**src/rre_ram.sv**
```systemverilog
// Generic single-port RAM with registered read data.
`timescale 1ns / 1ps

module rre_ram #(
  parameter int unsigned WIDTH = 8,
  parameter int unsigned DEPTH = 256,
  localparam int unsigned AddrW = (DEPTH > 1) ? $clog2(DEPTH) : 1
) (
  input  logic             clk_i,
  input  logic             we_i,
  input  logic [AddrW-1:0] addr_i,
  input  logic [WIDTH-1:0] wdata_i,
  output logic [WIDTH-1:0] rdata_o
);

  logic [WIDTH-1:0] mem_q [DEPTH];
  logic [WIDTH-1:0] rdata_q;

  always_ff @(posedge clk_i) begin
    if (we_i) begin
      mem_q[addr_i] <= wdata_i;
    end
    rdata_q <= mem_q[addr_i];
  end

  assign rdata_o = rdata_q;

endmodule

```
**config.mk**
```make
export PLATFORM = sky130hd
export DESIGN_NAME = rre_ram
export DESIGN_NICKNAME = d
export VERILOG_FILES = /design/src/rre_ram.sv
export SDC_FILE = /design/constraint.sdc
export NUM_CORES = 2
export LEC_CHECK = 0
export BUFFER_PORTS_ARGS = -buffer_cell sky130_fd_sc_hd__buf_4
export CAP_MARGIN = 10
export CORE_UTILIZATION = 60
export DETAILED_ROUTE_END_ITERATION = 10
export PLACE_DENSITY = 0.76
export SLEW_MARGIN = 20
export SYNTH_ARGS = -nofsm -noshare
export SYNTH_HDL_FRONTEND = slang
export SYNTH_SLANG_ARGS = --single-unit
```
**constraint.sdc**
```tcl
create_clock -name clk_i -period 3.13 [get_ports clk_i]
set_input_delay 0.313 -clock clk_i [delete_from_list [all_inputs] [get_ports clk_i]]
set_output_delay 0.313 -clock clk_i [all_outputs]
set_load 0.01 [all_outputs]
```
==> flow_metrics.tcl <==
set metrics [dict create \
    start_util_pct 60.5 \
    num_io_pins 26 \
    synth_top_area_share_pct 78.3 \
    area_delta_synth_final_pct 15.0 \
    fmax_ghz 0.344 \
    ys_types 22 \
    die_h_um 364 \
    fin_crit_sh_pct 92.9 \
    cts_hold_buf 1 \
    hold_path.class "input port to register" \
    met3_usage_pct 5.74 \
    drive_gt1_share_pct 31.0 \
    place_hpwl_mm 113 \
    yosys.area.top_type "edfxtp_1" \
    power.density_nw_per_um2 616 \
    layout_min_cycle_time_ps 2910 \
    slowest_stage "o41ai_1" \
    cts_root_buffer "clkbuf_16" \
    r2r_slack_ps 220 \
    syn-num-nets 3565 \
    synth-seq-cells 2056 \
    clock_path_buffers 3 \
    drc 0 \
    worstSetupEndpointType "register" \
    grt.busiest_layer "met2" \
    netlist_instances 3547 \
    route.vias.total 39786 \
    drv_slew 0 \
    gp_congestion 0.863 \
    instances_no_fill 5915 \
    grt.met1_usage_pct 41.7 \
    r2r-start "mem_q[147][6]" \
    path_cells "mux4_2 > a22oi_1 > a21oi_1 > o41ai_1 > buf_4 > nand4_1" \
    cp-start-kind "register" \
    grt_pass1_vias 40211 \
    placed_cell_area_um2 84200 \
    worst_slew_pin_slew_ps 1120 \
    rsz0062_at_grt "false" \
    fin_nets 4027 \
    avgRoutedWirePerCell_um 31.6 \
    num_rows 132 \
    critPathArrivalTime_ps 3590 \
    via_per_inst 6.73 \
    grt_usage_pct 29.0 \
    post_cts_buffers 0 \
    hold_violations 0 \
    crit_start "mem_q[147][6]" \
    cpPeakStageDelay_ps 970 \
    grt_overflow 0 \
    io_buffers 25 \
    num-fill-cells 7482 \
    finalInstanceArea_um2 90300 \
    path_class "register to register" \
    cts_resized 0 \
    cts.clk_slew.worst_paths_ps 60 \
    crit_end "rdata_o[6]" \
    ant_nets 0 \
    cp_max_fo 1 \
    place_inst 5554 \
    dr.pass1.iters 8 \
    r2r-end "rdata_o[6]" \
    design.core.area_um2 130000 \
    grt_max_degree 133 \
    htree_levels 4 \
    cellLeakagePower_nw 28.5 \
    synthTopCellsByArea "edfxtp_1 78%, mux4_2 15%, a22oi_1 2.4%" \
    worst_ep_required_time_ps 3810 \
    maxCapViolCount 0 \
    fin_skew_ps 22.4 \
    status "finished clean" \
    cts_tree "built" \
    yosysWarnings 0 \
    grt_pass1_wl_mm 274 \
    insertion_delay_ps 820 \
    cts_buffers 194 \
    seq_area_frac_synth_pct 78.6 \
    syn-cell-area_um2 78500 \
    min_from "wdata_i[6]" \
    cts.sinks 2056 \
    finalSetupViolations 0 \
    use_met2_pct 45.3 \
    ir_drop_v 0.000649 \
    dieArea_um2 132000 \
    relSlewSlack_pct 24.1 \
    drt_iter0_drc 5485 \
    die_width_um 364 \
    grt_antenna_before_repair 6 \
    ff2ff_path_depth 6 \
    synth.avg_cell_area_um2 22.1 \
    wirelength_mm 187 \
]
sequential cells by signal, indices dropped and copies added (netlist names):
name / flops
rdata_o: 8
mem_q: 2048
power breakdown:
| group | switching [mW] | total [mW] | internal [mW] |
|---|---|---|---|
| sequential | 0.0414 | 30.4 | 30.3 |
| clock | 9.93 | 22.5 | 12.6 |
| combinational | 1.68 | 2.71 | 1.03 |
| total | 11.6 | 55.6 | 43.9 |
Yosys cell counts:
| cell | count |
|---|---|
| edfxtp_1 | 2048 |
| mux4_2 | 512 |
| a22oi_1 | 256 |
| nor2_1 | 232 |
| clkbuf_1 | 145 |
| a21oi_1 | 128 |
| buf_2 | 36 |
| o41ai_1 | 32 |
| nor3_1 | 30 |
| nand2_1 | 28 |
| buf_1 | 19 |
| buf_4 | 16 |
| buf_6 | 16 |
| nand3_1 | 13 |
| dfxtp_1 | 8 |
| nand4_1 | 8 |
| nor2b_1 | 7 |
| nand2b_1 | 6 |
| and2_1 | 3 |
| or2_2 | 2 |
| inv_1 | 1 |
| or3_1 | 1 |
worst min path at each step:
| stage | to | slack, ps | cells after the start |
|---|---|---|---|
| 4_1_cts | mem_q[77][5] | 50 | 2 |
| 2_1_floorplan | mem_q[0][0] | 410 | 0 |
| 3_5_place_dp | mem_q[76][2] | 640 | 1 |
| 6_report | mem_q[67][6] | 70 | 1 |
| 5_1_grt | mem_q[78][5] | 80 | 2 |
| 3_3_place_gp | mem_q[79][2] | 640 | 1 |
layout make-up:
cell class	instances	area, um2	share of cell area [%]
sequential	2056	61700	68.3
multi-input combinational	1258	15800	17.5
clock buffer	237	5100	5.65
timing repair buffer	498	4580	5.08
tap	1742	2180	2.41
clock inverter	120	951	1.05
antenna	3	7.51	0.00832
inverter	1	3.75	0.00416
per-layer routing:
layer | wire length (um) | vias to the layer above
met5 | 82 | -
met4 | 6620 | 12
met3 | 20000 | 407
met2 | 90900 | 2611
met1 | 69600 | 20760
li1 | - | 15996
cells by family after synthesis:
kind of cell / synth area share (%)
flip-flops: 78.6
multiplexers: 14.7
AO/OA/AOI/OAI: 3.62
AND/OR/NAND/NOR: 1.73
buffers and inverters: 1.40
per-stage QoR:
step / setup WS (ps) / TNS [ps] / power (mW) / utilization (%) / hold WS, ps
finish: 221 / 0 / 55.6 / 69.6 / 70.0
global route: 231 / 0 / 57.0 / 69.6 / 80.8
CTS: 365 / 0 / 55.8 / 69.6 / 48.6
detailed placement: -326 / -1340 / 33.6 / 64.9 / 643
global placement: -585 / -1840 / 33.6 / 64.9 / 645
floorplan: 598 / 0 / 32.3 / - / 412
critical path, delay by kind of cell (launching register included):
family | cells | cell delay, ps
simple gates | 1 | 90
flops | 1 | 370
compound gates | 3 | 1570
mux | 1 | 500
buf+inv | 1 | 240
cells in the final DEF, fill, tap and decap left out, types with 12 or more instances in the layout:
cell and instances:
buf_12 62, nand3_1 13, o41ai_1 30, clkinv_2 45, clkinv_1 47, bufinv_16 12
nand2_1 27, a21oi_1 128, clkbuf_1 39, buf_4 425, nor2_1 231, edfxtp_1 2048
mux4_2 512, a22oi_1 256, clkbuf_16 198, nor3_1 30
No activity file was read; power rests on OpenSTA's default activity.
