[src/rre_pkg.sv]
// Shared constants, codes and types of the remapped Rice encoder.
`timescale 1ns / 1ps

package rre_pkg;

  localparam int unsigned TABLE_SETS  = 64;
  localparam int unsigned MAX_K       = 7;
  localparam int unsigned TIDX_W      = (TABLE_SETS > 1) ? $clog2(TABLE_SETS) : 1;
  localparam int unsigned REMAP_DEPTH = TABLE_SETS * 256;
  localparam int unsigned REMAP_AW    = $clog2(REMAP_DEPTH);

  typedef enum logic [1:0] {
    KIND_DATA  = 2'd0,
    KIND_REMAP = 2'd1,
    KIND_K     = 2'd2,
    KIND_END   = 2'd3
  } kind_e;

  typedef struct packed {
    logic data;
    logic flush;
  } rre_cmd_t;

  typedef struct packed {
    logic busy;
    logic empty;
  } rre_status_t;

endpackage

[src/rre_packer.sv]
// Bit buffer, code placement and word output stage of the remapped Rice encoder.
`timescale 1ns / 1ps

module rre_packer (
  input  logic                clk_i,
  input  logic                rst_ni,
  input  rre_pkg::rre_cmd_t   cmd_i,
  input  logic [7:0]          rank_i,
  input  logic [2:0]          k_i,
  output logic                valid_o,
  input  logic                ready_i,
  output logic [31:0]         word_o,
  output logic                last_o,
  output rre_pkg::rre_status_t status_o
);

  import rre_pkg::*;

  localparam logic [1:0] P_IDLE  = 2'd0;
  localparam logic [1:0] P_EMIT  = 2'd1;
  localparam logic [1:0] P_FLUSH = 2'd2;

  logic [1:0]  state_q, state_d;
  logic [63:0] buf_q, buf_d;
  logic [6:0]  pending_q, pending_d;
  logic [9:0]  s_q, s_d;
  logic [7:0]  code_q, code_d;
  logic        valid_q, valid_d;
  logic [31:0] word_q, word_d;
  logic        last_q, last_d;

  logic [2:0]  k_eff;
  logic [7:0]  k_one;
  logic [8:0]  code_len;
  logic [7:0]  code_new;
  logic        out_free;

  assign k_eff    = (32'(k_i) > MAX_K) ? 3'(MAX_K) : k_i;
  assign k_one    = 8'd1 << k_eff;
  assign code_len = 9'd1 + 9'(k_eff) + 9'(rank_i >> k_eff);
  assign code_new = k_one | (rank_i & (k_one - 8'd1));
  assign out_free = !valid_q || ready_i;

  always_comb begin
    state_d   = state_q;
    buf_d     = buf_q;
    pending_d = pending_q;
    s_d       = s_q;
    code_d    = code_q;
    valid_d   = valid_q && !ready_i;
    word_d    = word_q;
    last_d    = last_q;
    case (state_q)
      P_IDLE: begin
        if (cmd_i.data) begin
          s_d     = 10'd64 - 10'(pending_q) - 10'(code_len);
          code_d  = code_new;
          state_d = P_EMIT;
        end else if (cmd_i.flush && (pending_q != 7'd0)) begin
          state_d = P_FLUSH;
        end
      end
      P_EMIT: begin
        if (s_q[9]) begin
          if (out_free) begin
            valid_d = 1'b1;
            word_d  = buf_q[63:32];
            last_d  = 1'b0;
            buf_d   = buf_q << 32;
            s_d     = s_q + 10'd32;
          end
        end else begin
          buf_d     = buf_q | (64'(code_q) << s_q[5:0]);
          pending_d = 7'd64 - 7'(s_q[5:0]);
          state_d   = P_IDLE;
        end
      end
      P_FLUSH: begin
        if (out_free) begin
          valid_d = 1'b1;
          word_d  = buf_q[63:32];
          if (pending_q > 7'd32) begin
            last_d    = 1'b0;
            buf_d     = buf_q << 32;
            pending_d = pending_q - 7'd32;
          end else begin
            last_d    = 1'b1;
            buf_d     = '0;
            pending_d = '0;
            state_d   = P_IDLE;
          end
        end
      end
      default: begin
        state_d = P_IDLE;
      end
    endcase
  end

  always_ff @(posedge clk_i or negedge rst_ni) begin
    if (!rst_ni) begin
      state_q   <= P_IDLE;
      buf_q     <= '0;
      pending_q <= '0;
      valid_q   <= 1'b0;
    end else begin
      state_q   <= state_d;
      buf_q     <= buf_d;
      pending_q <= pending_d;
      valid_q   <= valid_d;
    end
  end

  always_ff @(posedge clk_i) begin
    s_q    <= s_d;
    code_q <= code_d;
    word_q <= word_d;
    last_q <= last_d;
  end

  assign valid_o        = valid_q;
  assign word_o         = word_q;
  assign last_o         = last_q;
  assign status_o.busy  = (state_q != P_IDLE);
  assign status_o.empty = (pending_q == 7'd0);

endmodule

[config.mk]
export PLATFORM = sky130hd
export DESIGN_NAME = rre_packer
export DESIGN_NICKNAME = d
export VERILOG_FILES = /design/src/rre_pkg.sv /design/src/rre_packer.sv
export SDC_FILE = /design/constraint.sdc
export NUM_CORES = 1
export LEC_CHECK = 0
export BUFFER_PORTS_ARGS = -buffer_cell sky130_fd_sc_hd__buf_2
export CAP_MARGIN = 20
export CELL_PAD_IN_SITES_DETAIL_PLACEMENT = 2
export CELL_PAD_IN_SITES_GLOBAL_PLACEMENT = 2
export CORE_ASPECT_RATIO = 0.75
export CORE_MARGIN = 3
export CORE_UTILIZATION = 39
export CTS_CLUSTER_SIZE = 30
export DETAILED_ROUTE_END_ITERATION = 10
export GPL_TIMING_DRIVEN = 0
export PLACE_DENSITY = 0.83
export SYNTH_ARGS = -nofsm -noshare
export SYNTH_HDL_FRONTEND = slang
export SYNTH_SLANG_ARGS = --single-unit
export TNS_END_PERCENT = 20
[constraint.sdc]
create_clock -name clk_i -period 4.4 [get_ports clk_i]
set_input_delay 1.32 -clock clk_i [delete_from_list [all_inputs] [get_ports clk_i]]
set_output_delay 1.32 -clock clk_i [all_outputs]
set_load 0.05 [all_outputs]
==> impl_metrics.json <==
{
  "outcome": "completed",
  "synth_area_leaders": "dfrtp_1, edfxtp_1, nand2_1",
  "start_kind": "input pin",
  "crit_path_end_kind": "flip-flop",
  "setup-violations-final": 0,
  "drv_cap": 0,
  "synth-seq-cells": 125,
  "stdcell_count": 1069,
  "synth-xor-area-share": 0.0221,
  "grt.overflow.total": 0,
  "drtPass1Iterations": 5,
  "finalCriticalPeriod_ns": 4.35,
  "gp_congestion": 0.883,
  "cts.sinks": 125,
  "num_vias": 6651,
  "clockBufferDepth": 2,
  "layout_setup_ws_ns": 0.0487,
  "drt-total-wl_um": 28900,
  "viasPerCell": 6.22,
  "synth-async-reset-ratio": 0.592,
  "power_mw": 8.26,
  "cts-root-buf": "clkbuf_16",
  "crit_path_max_fanout": 6,
  "fin_crit_sh": 0.989,
  "rows": 42,
  "start_util": 0.401,
  "worst_slew_pin_slew_ns": 0.980,
  "critical_path_class": "input pin to flip-flop",
  "cp.required_ns": 4.54,
  "place_inst": 1026,
  "drc_errors": 0,
  "yosys.area.top_type": "dfrtp_1",
  "ant_nets": 0,
  "finish.instance_area_um2": 8640,
  "clkTransAtPathRegs_ns": 0.06,
  "core_area_um2": 17800,
  "fin_tns_setup_ns": 0,
  "p_per_area_nw_per_um2": 957,
  "final_net_count": 851,
  "fin_skew_ns": 0.00910,
  "wire_per_inst_um": 27.0,
  "synth_edf_count": 51,
  "yosys.cell_types.count": 77,
  "yosysMostFrequentCell": "nand2_1",
  "yosys.area_share.simple": 0.163,
  "clk-insertion-delay-late_ns": 0.43,
  "syn_nets": 766,
  "synth-compound-area-share": 0.207,
  "cts_tree": "built",
  "drive_above_1_share": 0.202,
  "post-place-ws_ns": -0.856,
  "ioPinCount": 52,
  "synth_common_cells": "nand2_1, dfrtp_1, nor2_1, o21ai_0, edfxtp_1",
  "dp_hpwl_um": 20200,
  "syn_area_um2": 7140,
  "cts_buffers": 17,
  "max_freq_mhz": 230,
  "ys.flop_type": "dfrtp_1",
  "antenna_cells": 0,
  "synth_top_family_by_area": "compound AO/OA/AOI/OAI gates",
  "yosysWarnings": 0,
  "maxSlewViolCount": 0,
  "placed_cell_area_um2": 7790,
  "grt_usage": 0.293,
  "ir_worst_vdd_v": 0.000370,
  "die_w_um": 162,
  "die_h_um": 123,
  "hold_viol_final": 0,
  "worstPathArrival_ns": 4.49,
  "grt_pass1_vias": 7179,
  "port_buffers": 50,
  "whs_ns": 0.450,
  "synthMuxAreaShare": 0.0561,
  "hold_class": "flip-flop to flip-flop",
  "final_util": 0.485,
  "grt_max_degree": 63,
  "antenna_found_initial": 0,
  "seq_area_frac_synth": 0.474,
  "drt_iter0_drc": 617,
  "htree_levels": 4,
  "syn_inst": 730,
  "fp.dieArea_um2": 20000,
  "synthAdderAreaFrac": 0.0371,
  "slew_headroom": 0.337,
  "p_leak_nw": 3.54,
  "grt_pass1_wl_um": 43900,
  "syn_avg_cell_area_um2": 9.79,
  "area_growth_pct": 20.9,
  "synth_top_area_frac": 0.259
}
worst max-delay path: stages:
cell and delay [ns]:
buf_6 0.10, buf_6 0.11, mux4_2 0.51, mux2i_2 0.19, ha_2 0.22, inv_2 0.05, fa_2 0.42, a21oi_4 0.17
nor2_1 0.09, xor2_1 0.30, ha_1 0.31, o21a_1 0.14, o221a_4 0.29, xnor2_1 0.14, o22ai_1 0.11
what timing repair did:
action	4_1_cts	5_1_grt
buffers inserted	4	8
endpoints found under the setup margin	5	5
hold buffers	0	0
gates resized for setup	15	24
pin swaps	7	20
worst paths after layout:
kind	start	end	slack, ns	depth (start not counted)
min in group asynchronous	rst_ni	valid_o$_DFF_PN0_	0.74	1
hold reg to reg	buf_q[57]$_DFFE_PN0P_	word_o[25]$_DFFE_PP_	0.45	0
setup / recovery	k_i[0]	s_q[7]$_DFFE_PP_	0.05	15
hold / removal	buf_q[57]$_DFFE_PN0P_	word_o[25]$_DFFE_PP_	0.45	0
max in group asynchronous	rst_ni	buf_q[18]$_DFFE_PN0P_	3.06	2
setup reg to reg	state_q[0]$_DFFE_PN0P_	buf_q[19]$_DFFE_PN0P_	0.88	9
state kept, by name (all words and copies together), names as in the netlist:
signal and count:
last_o 1, s_q 10, word_o 32, code_q 8, state_q 2, valid_o 1
buf_q 64, pending_q 7
where the power goes:
part	leakage, nW	switching, mW	internal [mW]
clock	0.283	0.568	0.864
combinational	1.79	3.22	1.46
sequential	1.46	0.339	1.81
layout make-up:
class / instances / area, µm²
fillers: 1849 / 9180
multi-input cells: 535 / 3640
flip-flops and latches: 125 / 3380
clock buffers: 18 / 450
repair buffers: 66 / 405
well taps: 242 / 303
plain buffers: 42 / 213
clock inverters: 13 / 138
inverters: 28 / 106
cell usage in the layout, fill, tap and decap left out, drive strengths merged, types with 6 or more instances in the layout:
master	count
a211oi	6
a21o	7
a21oi	41
a221o	6
a22oi	17
a2bb2oi	7
a31oi	6
and3	6
buf	84
clkbuf	41
clkinv	11
dfrtp	74
edfxtp	51
ha	18
inv	25
mux2	8
mux2i	13
mux4	8
nand2	86
nand3	29
nor2	68
nor2b	13
nor3	13
o211ai	11
o21a	7
o21ai	60
o31ai	9
xnor2	9
xor2	9
layer usage:
layer | global-route usage | vias to the layer above | wire, µm
li1 | - | 2866 | -
met3 | 0.0750 | 60 | 2120
met5 | 0 | - | 0
met1 | 0.399 | 3453 | 12700
met2 | 0.459 | 272 | 13400
met4 | 0.0991 | 0 | 699
kinds of logic after synthesis:
group,Yosys count
buffers and inverters,70
multiplexers,29
adder cells (fa/ha/maj),20
flip-flops,125
AND/OR/NAND/NOR,249
XOR/XNOR,18
AO/OA/AOI/OAI,219
Power figures use the tool's default switching activity.
